--- config.mk ---
export PLATFORM = sky130hd
export DESIGN_NAME = spt_fmul
export DESIGN_NICKNAME = d
export VERILOG_FILES = /design/src/rtl/core/spt_pkg.sv /design/src/rtl/core/spt_fmul.sv
export SDC_FILE = /design/constraint.sdc
export NUM_CORES = 2
export LEC_CHECK = 0
export BUFFER_PORTS_ARGS = -buffer_cell sky130_fd_sc_hd__buf_4
export CAP_MARGIN = 20
export CORE_MARGIN = 2
export CORE_UTILIZATION = 35
export CTS_CLUSTER_DIAMETER = 50
export DETAILED_ROUTE_END_ITERATION = 10
export GPL_TIMING_DRIVEN = 0
export HOLD_SLACK_MARGIN = 0.03
export SLEW_MARGIN = 20
export SYNTH_ARGS = -nofsm -noshare
export SYNTH_HDL_FRONTEND = slang
export SYNTH_SLANG_ARGS = --single-unit
--- constraint.sdc ---
create_clock -name clk -period 12.3 [get_ports clk]
set_input_delay 2.46 -clock clk [delete_from_list [all_inputs] [get_ports clk]]
set_output_delay 2.46 -clock clk [all_outputs]
set_load 0.1 [all_outputs]
--- src/rtl/core/spt_pkg.sv ---
`timescale 1ns / 1ps
package spt_pkg;

    localparam int VAL_W     = 48;
    localparam int OPD_W     = 49;
    localparam int HALF_W    = 24;
    localparam int PROD_W    = 96;
    localparam int FOCAL_W   = 32;
    localparam int BASE_W    = 33;
    localparam int EXP_W     = 4;
    localparam int EXPS_W    = 16;
    localparam int ORDER_W   = 4;
    localparam int REF_W     = 32;
    localparam int FRAC_BITS = 24;
    localparam int NTAB      = 4;

    typedef logic signed [VAL_W-1:0]  val_t;
    typedef logic signed [OPD_W-1:0]  opd_t;
    typedef logic signed [BASE_W-1:0] base_t;

    localparam longint ONE_L = longint'(1) << FRAC_BITS;
    localparam val_t ONE_FX    = val_t'(ONE_L);
    localparam val_t BRHO_MIN  = val_t'((ONE_L + 500) / 1000);
    localparam val_t LIM_300   = val_t'(300 * ONE_L);
    localparam val_t LIM_2000  = val_t'(2000 * ONE_L);

    typedef enum logic [0:0] {
        OP_LOAD = 1'b0,
        OP_EVAL = 1'b1
    } opcode_t;

    typedef enum logic [2:0] {
        STAT_ACCEPTED   = 3'd0,
        STAT_REJECTED   = 3'd1,
        STAT_LOADED     = 3'd2,
        STAT_OVER_ORDER = 3'd3,
        STAT_FULL       = 3'd4
    } status_t;

    typedef enum logic [0:0] {
        REG_MAX_ORDER = 1'b0,
        REG_BRHO_REF  = 1'b1
    } reg_index_t;

    typedef enum logic [3:0] {
        S_IDLE,
        S_LOAD,
        S_TBL,
        S_RDW,
        S_POW,
        S_POW_WAIT,
        S_APPLY_WAIT,
        S_ACC,
        S_SCALE,
        S_SCALE_WAIT,
        S_RESP
    } state_t;

endpackage

--- src/rtl/core/spt_fmul.sv ---
`timescale 1ns / 1ps
module spt_fmul (
    input  logic           clk,
    input  logic           rst_n,
    input  logic           start,
    input  spt_pkg::opd_t  a,
    input  spt_pkg::opd_t  b,
    output logic           done,
    output spt_pkg::val_t  result
);
    import spt_pkg::*;

    // Magnitudes are split in 24-bit halves and the four partial products
    // are accumulated one per cycle, then rounded and clamped.
    logic [VAL_W-1:0]  ma_reg, mb_reg;
    logic              neg_reg;
    logic              busy_reg;
    logic [2:0]        step_reg;
    logic [PROD_W-1:0] acc_reg;
    logic              done_reg;
    val_t              result_reg;

    opd_t              a_abs, b_abs;
    logic [HALF_W-1:0] opa, opb;
    logic [2*HALF_W-1:0] pp;
    logic [PROD_W-1:0] pp_shift;
    logic [PROD_W-1:0] rounded;
    logic [PROD_W-FRAC_BITS-1:0] q;
    logic [PROD_W-FRAC_BITS-1:0] lim;
    logic [VAL_W-1:0]  mag;

    always_comb
    begin
        a_abs = a[OPD_W-1] ? -a : a;
        b_abs = b[OPD_W-1] ? -b : b;
        // Steps 0 to 3 take low*low, low*high, high*low and high*high.
        opa = step_reg[1] ? ma_reg[VAL_W-1:HALF_W] : ma_reg[HALF_W-1:0];
        opb = step_reg[0] ? mb_reg[VAL_W-1:HALF_W] : mb_reg[HALF_W-1:0];
        pp = opa * opb;
        case (step_reg)
            3'd0:    pp_shift = PROD_W'(pp);
            3'd3:    pp_shift = PROD_W'(pp) << (2 * HALF_W);
            default: pp_shift = PROD_W'(pp) << HALF_W;
        endcase
        rounded = acc_reg + (PROD_W'(1) << (FRAC_BITS - 1));
        q = rounded[PROD_W-1:FRAC_BITS];
        lim = neg_reg ? (PROD_W-FRAC_BITS)'(1) << (VAL_W - 1)
                      : ((PROD_W-FRAC_BITS)'(1) << (VAL_W - 1)) - 1'b1;
        mag = (q > lim) ? lim[VAL_W-1:0] : q[VAL_W-1:0];
    end

    always_ff @(posedge clk or negedge rst_n)
    begin
        if (!rst_n)
        begin
            busy_reg   <= 1'b0;
            step_reg   <= '0;
            done_reg   <= 1'b0;
            ma_reg     <= '0;
            mb_reg     <= '0;
            neg_reg    <= 1'b0;
            acc_reg    <= '0;
            result_reg <= '0;
        end
        else
        begin
            done_reg <= 1'b0;
            if (start)
            begin
                ma_reg   <= a_abs[VAL_W-1:0];
                mb_reg   <= b_abs[VAL_W-1:0];
                neg_reg  <= a[OPD_W-1] ^ b[OPD_W-1];
                acc_reg  <= '0;
                step_reg <= '0;
                busy_reg <= 1'b1;
            end
            else if (busy_reg)
            begin
                if (step_reg == 3'd4)
                begin
                    result_reg <= neg_reg ? -val_t'(mag) : val_t'(mag);
                    done_reg   <= 1'b1;
                    busy_reg   <= 1'b0;
                end
                else
                begin
                    acc_reg  <= acc_reg + pp_shift;
                    step_reg <= step_reg + 3'd1;
                end
            end
        end
    end

    assign done   = done_reg;
    assign result = result_reg;
endmodule

-- Word level (Yosys, flattened, before mapping)
Index checks and enable logic that the tools add are counted.
- bitwise logic cells: 2
- add/subtract/negate cells: 6
- reductions and logical operators: 4
- equality and inequality tests: 3
- $mul: 1
- mux-type cells: 20
- magnitude comparators: 1
- operators with widths (cell ; count):
    $mux 96 ; 3
    $mux 48 ; 5
    $pmux 96 s2 ; 1
    $neg 48->48 ; 3
    $add 96x24->96 const B ; 1
    $add 96x96->96 ; 1
    $gt 72x48->1 ; 1
    $mul 24x24->48 ; 1
    $mux 24 ; 2
    $mux 3 ; 3
    $mux 1 ; 6
    $add 3x1->3 const B ; 1
    $eq 3x2->1 const B ; 1
    $eq 3x3->1 const B ; 1
    $logic_not 3->1 ; 1
    $reduce_and 3->1 ; 1
    $ne 2x2->1 const B ; 1
    $reduce_and 2->1 ; 1
    $reduce_bool 2->1 ; 1
    $not 1->1 ; 1
    $xor 1x1->1 ; 1
- input port bits: 101
- register bits: 246
- output and inout bits: 49

-- Depth between registers and ports, before layout
- word-level depth: 7
- mapped depth: 48
- mapped depth without buffers: 44

-- Least setup slack after synthesis
No wires, ideal clock.
- path type: reg2reg
- start point: reg step_reg[0]
- end point: reg acc_reg[94]
- cell stages (with the launch flop): 44
- path slack: 0.911 ns
- data arrival time: 11.294 ns
- setup time: 0.095 ns
- clock period less this slack: 11.389 ns
- required time: 12.205 ns
- buffers on the path: 4
- path through: dfrtp_1 > clkbuf_1 > clkbuf_1 > mux2i_1 > clkbuf_1 > nor2_1 > fa_1 > inv_1 > fa_1 > inv_1 > fa_1 > fa_1 > fa_1 > fa_1 > inv_1 > fa_1 > inv_1 > ha_1 > [... 8 more ...] > a21o_1 > a21oi_1 > xnor2_1 > o21ai_0 > ha_1 > clkbuf_1 > nand4_1 > or4_1 > or4_1 > a311o_1 > a31oi_1 > a211oi_1 > o21ai_0 > nand2_1 > a211oi_1 > o21ai_0 > and3_1 > o31ai_1
- cells in the longest elaborated chain, start to end: 7
- ends and longest elaborated chain (item ; RTL line ; RTL):
    start: declaration ; spt_fmul.sv:18 ; logic [2:0] step_reg;
    start signal: assignment ; spt_fmul.sv:88 ; step_reg <= step_reg + 3'd1;
    $mux 24 ; spt_fmul.sv:38 ; opb = step_reg[0] ? mb_reg[VAL_W-1:HALF_W] : mb_reg[HALF_W-1:0];
    $mul 24x24->48 ; spt_fmul.sv:39 ; pp = opa * opb;
    $pmux 96 s2 ; spt_fmul.sv:40 ; case (step_reg)
    $add 96x96->96 ; spt_fmul.sv:87 ; acc_reg <= acc_reg + pp_shift;
    $mux 96 ; spt_fmul.sv:79 ; if (step_reg == 3'd4)
    $mux 96 ; spt_fmul.sv:77 ; else if (busy_reg)
    $mux 96 ; spt_fmul.sv:68 ; if (start)
    end signal: assignment ; spt_fmul.sv:87 ;
    end: declaration ; spt_fmul.sv:19 ; logic [PROD_W-1:0] acc_reg;
Several ways; a longest one is shown, not always the timed one. The select of a mux whose other input is x is not followed.
A chain may end at the register's enable or synchronous reset.

-- Worst setup path in the final report
- start point: reg step_reg[1]
- end point: reg acc_reg[94]
- cells in the longest elaborated chain, start to end: 7
- ends and longest elaborated chain (item ; RTL line ; RTL):
    $mux 24 ; spt_fmul.sv:37 ; opa = step_reg[1] ? ma_reg[VAL_W-1:HALF_W] : ma_reg[HALF_W-1:0];
    $mul 24x24->48 ; spt_fmul.sv:39 ;
    $pmux 96 s2 ; spt_fmul.sv:40 ;
    $add 96x96->96 ; spt_fmul.sv:87 ;
    $mux 96 ; spt_fmul.sv:79 ;
    $mux 96 ; spt_fmul.sv:77 ;
    $mux 96 ; spt_fmul.sv:68 ;
Several ways; a longest one is shown, not always the timed one. The select of a mux whose other input is x is not followed.

==> impl_metrics.csv <==
group,metric,value,unit
final_layout,nNetsFinal,6230,
logic_synthesis,yosys.area.top_type,"fa_1",
logic_synthesis,yosysMostFrequentCell,"nand2_1",
route,drtAntennaViolNets,0,
floorplanning,dieHeight,345.9,um
route,wl_per_cell,23.59,um
final_layout,largest_register_ffs,96,
logic_synthesis,synth-seq-cells,246,
cts,numCtsBuffers,38,
sta,finClkSkew,0.02298,ns
cts,path_clk_slew,0.06,ns
cts,clock_sinks,246,
route,wl,162200,um
logic_synthesis,yosysUniqueCellTypes,81,
setup_path,end_kind,"register",
logic_synthesis,yosysWarnings,0,
sta,setup_violations,0,
logic_synthesis,synth_edf_count,0,
setup_path,path_delay_family,"adder cells",
sta,hold_violations,0,
setup_path,cp-start-kind,"register",
setup_path,crit_type,"register to register",
setup_path,slowest_delay,0.70,ns
job,drv_cap,0,
logic_synthesis,synthesis.area,0.04092,mm2
setup_path,crit_top_cell,"fa_1",
floorplanning,die-area,0.1197,mm2
place,globalplace.congestion,1.090,
route,viasPerCell,5.529,
global_routing,grt_usage,26.77,%
sta,fin_crit,12.01,ns
sta,relSlewSlack,23.25,%
logic_synthesis,synth_cells,5083,
setup_path,required,12.78,ns
logic_synthesis,synthTopCellsByArea,"fa_1 24%, dfrtp_1 15%, ha_1 10%",
setup_path,arrival,12.49,ns
global_routing,grt_max_degree,83,
logic_synthesis,netlist_top_cells_count,"678 x nand2_1, 639 x inv_1, 561 x nor2_1",
floorplanning,initial_utilization,35.26,%
floorplanning,ios,150,
sta,drv_slew,0,
sta,tightest_slew,1.151,ns
global_routing,antenna_found_initial,4,
cts,cts_tree,"done",
sta,max_freq,83.24,MHz
floorplanning,die_w,345.9,um
setup_path,crit_buf_inv,8,
route,initialDrtViolationCount,2783,
route,drcViolationCount,0,
floorplanning,fp-row-count,125,
outcome,status,"completed",
logic_synthesis,synth_async_sr_flop_share,100.0,%
place,placed_area,0.04429,mm2
cts,htree_num_levels,2,
route,firstDrtPassIters,7,
logic_synthesis,yosysSeqAreaShare,15.04,%
floorplanning,core,0.1160,mm2
cts,clock_latency,0.58,ns
route,via_count,38020,
global_routing,gr-total-overflow,0,
global_routing,grt_pass1_wl,243400,um
logic_synthesis,synth_ff_type,"dfrtp_1",
final_layout,layout-drive-gt1-share,10.21,%
final_layout,final_area,0.04726,mm2
sta,finalCritPeriodShare,97.67,%
cts,cts.path.max_buffers,3,
place,hpwlAfterDp,133000,um
setup_path,crit_fanout,10,
final_layout,syn2layout_area_growth,15.48,%
logic_synthesis,synth.top_cell.area_share,23.63,%
logic_synthesis,syn_area_per_cell,8.051,um2
worst_hold_path,hp-class,"register to register",
setup_path,cpMaxStageDelayCell,"fa_1",
global_routing,grt_pass1_vias,38190,
cts,cts_root_buf,"clkbuf_16",
logic_synthesis,synthesis.nets,5993,
place,place.port_buffers,148,
==> path summary, 6_finish.rpt <==
path | start | to | slack [ns] | depth (start not counted)
worst max-delay path | step_reg[1] | acc_reg[94] | 0.29 | 42
worst min-delay path | result[26] | result[26] | 0.48 | 1
worst max register to register | step_reg[1] | acc_reg[94] | 0.29 | 42
worst min register to register | result[26] | result[26] | 0.48 | 1
max in group asynchronous | rst_n | ma_reg[36] | 9.45 | 3
min in group asynchronous | rst_n | result[13] | 1.66 | 1
==> cell families (layout without fill, tap and decap cells) <==
group	Yosys count	after routing	synth area share (%)
AO/OA/AOI/OAI	994	994	14.92
XOR/XNOR	292	292	6.249
adder cells (fa/ha/maj)	809	809	33.60
buffers and inverters	887	1152	8.163
flip-flops	246	246	15.04
multiplexers	105	105	2.721
other	0	3	0
AND/OR/NAND/NOR	1750	1750	19.31
==> per-layer routing <==
metal  wire length, um  vias up  GRT usage, %
met5                 8        -             0
met3             10570      395         3.953
met2             75340     1561         44.01
li1                  -    17320             -
met1             64640    18740         33.13
met4             11600        2         16.47
==> stage by stage <==
| stage | hold WS [ns] | setup slack, ns | cells | util (%) | setup TNS (ns) |
|---|---|---|---|---|---|
| floorplan | 0.4563 | 0.9107 | 5083 | - | 0 |
| global placement | 0.4638 | -3.119 | 6755 | 37.86 | -130.54 |
| detailed placement | 0.4713 | -2.637 | 6771 | 38.17 | -92.58 |
| CTS | 0.4871 | 0.005275 | 6850 | 40.04 | 0 |
| global route | 0.4972 | -0.02322 | 6874 | 40.72 | -0.04013 |
| finish | 0.4820 | 0.2863 | 6875 | 40.72 | 0 |
==> placed cells by master (no fill, tap or decap), types with 26 or more instances in the layout <==
cell	Yosys	routed
a21o_1	114	114
a21oi_1	364	360
a31oi_1	39	35
and2_1	49	49
and3_1	33	32
buf_4	1	198
clkbuf_1	229	153
clkbuf_16	0	42
dfrtp_1	246	243
fa_1	483	483
ha_1	326	322
inv_1	639	639
mux2_2	50	41
mux2i_4	0	30
nand2_1	678	677
nand2b_1	27	27
nand3_1	73	73
nand4_1	70	70
nor2_1	561	559
nor2b_1	35	34
nor3_1	50	48
nor4_1	30	26
o21ai_0	223	212
o21bai_1	30	30
o31ai_1	42	40
or3_1	26	26
or4_1	31	31
xnor2_1	127	114
xor2_1	165	159
==> layout make-up <==
| cell class | instances | area (um2) |
|---|---|---|
| sequential | 246 | 6162 |
| clock inverter | 23 | 330.3 |
| fill | 11910 | 68790 |
| timing repair buffer | 213 | 1837 |
| antenna | 3 | 7.507 |
| inverter | 640 | 2402 |
| buffer | 231 | 1209 |
| multi-input combinational | 3950 | 32360 |
| tap | 1524 | 1907 |
| clock buffer | 45 | 1040 |
==> timing repair <==
action,CTS,global route
setup buffers,19,29
pin swaps,4,8
hold buffers,0,0
cloned,0,1
endpoints found under the setup margin,63,30
gates resized for setup,191,135
Power is left out: the tool's default activity adds up to more than one toggle a clock period on the data nets, which glitch-free logic cannot reach.
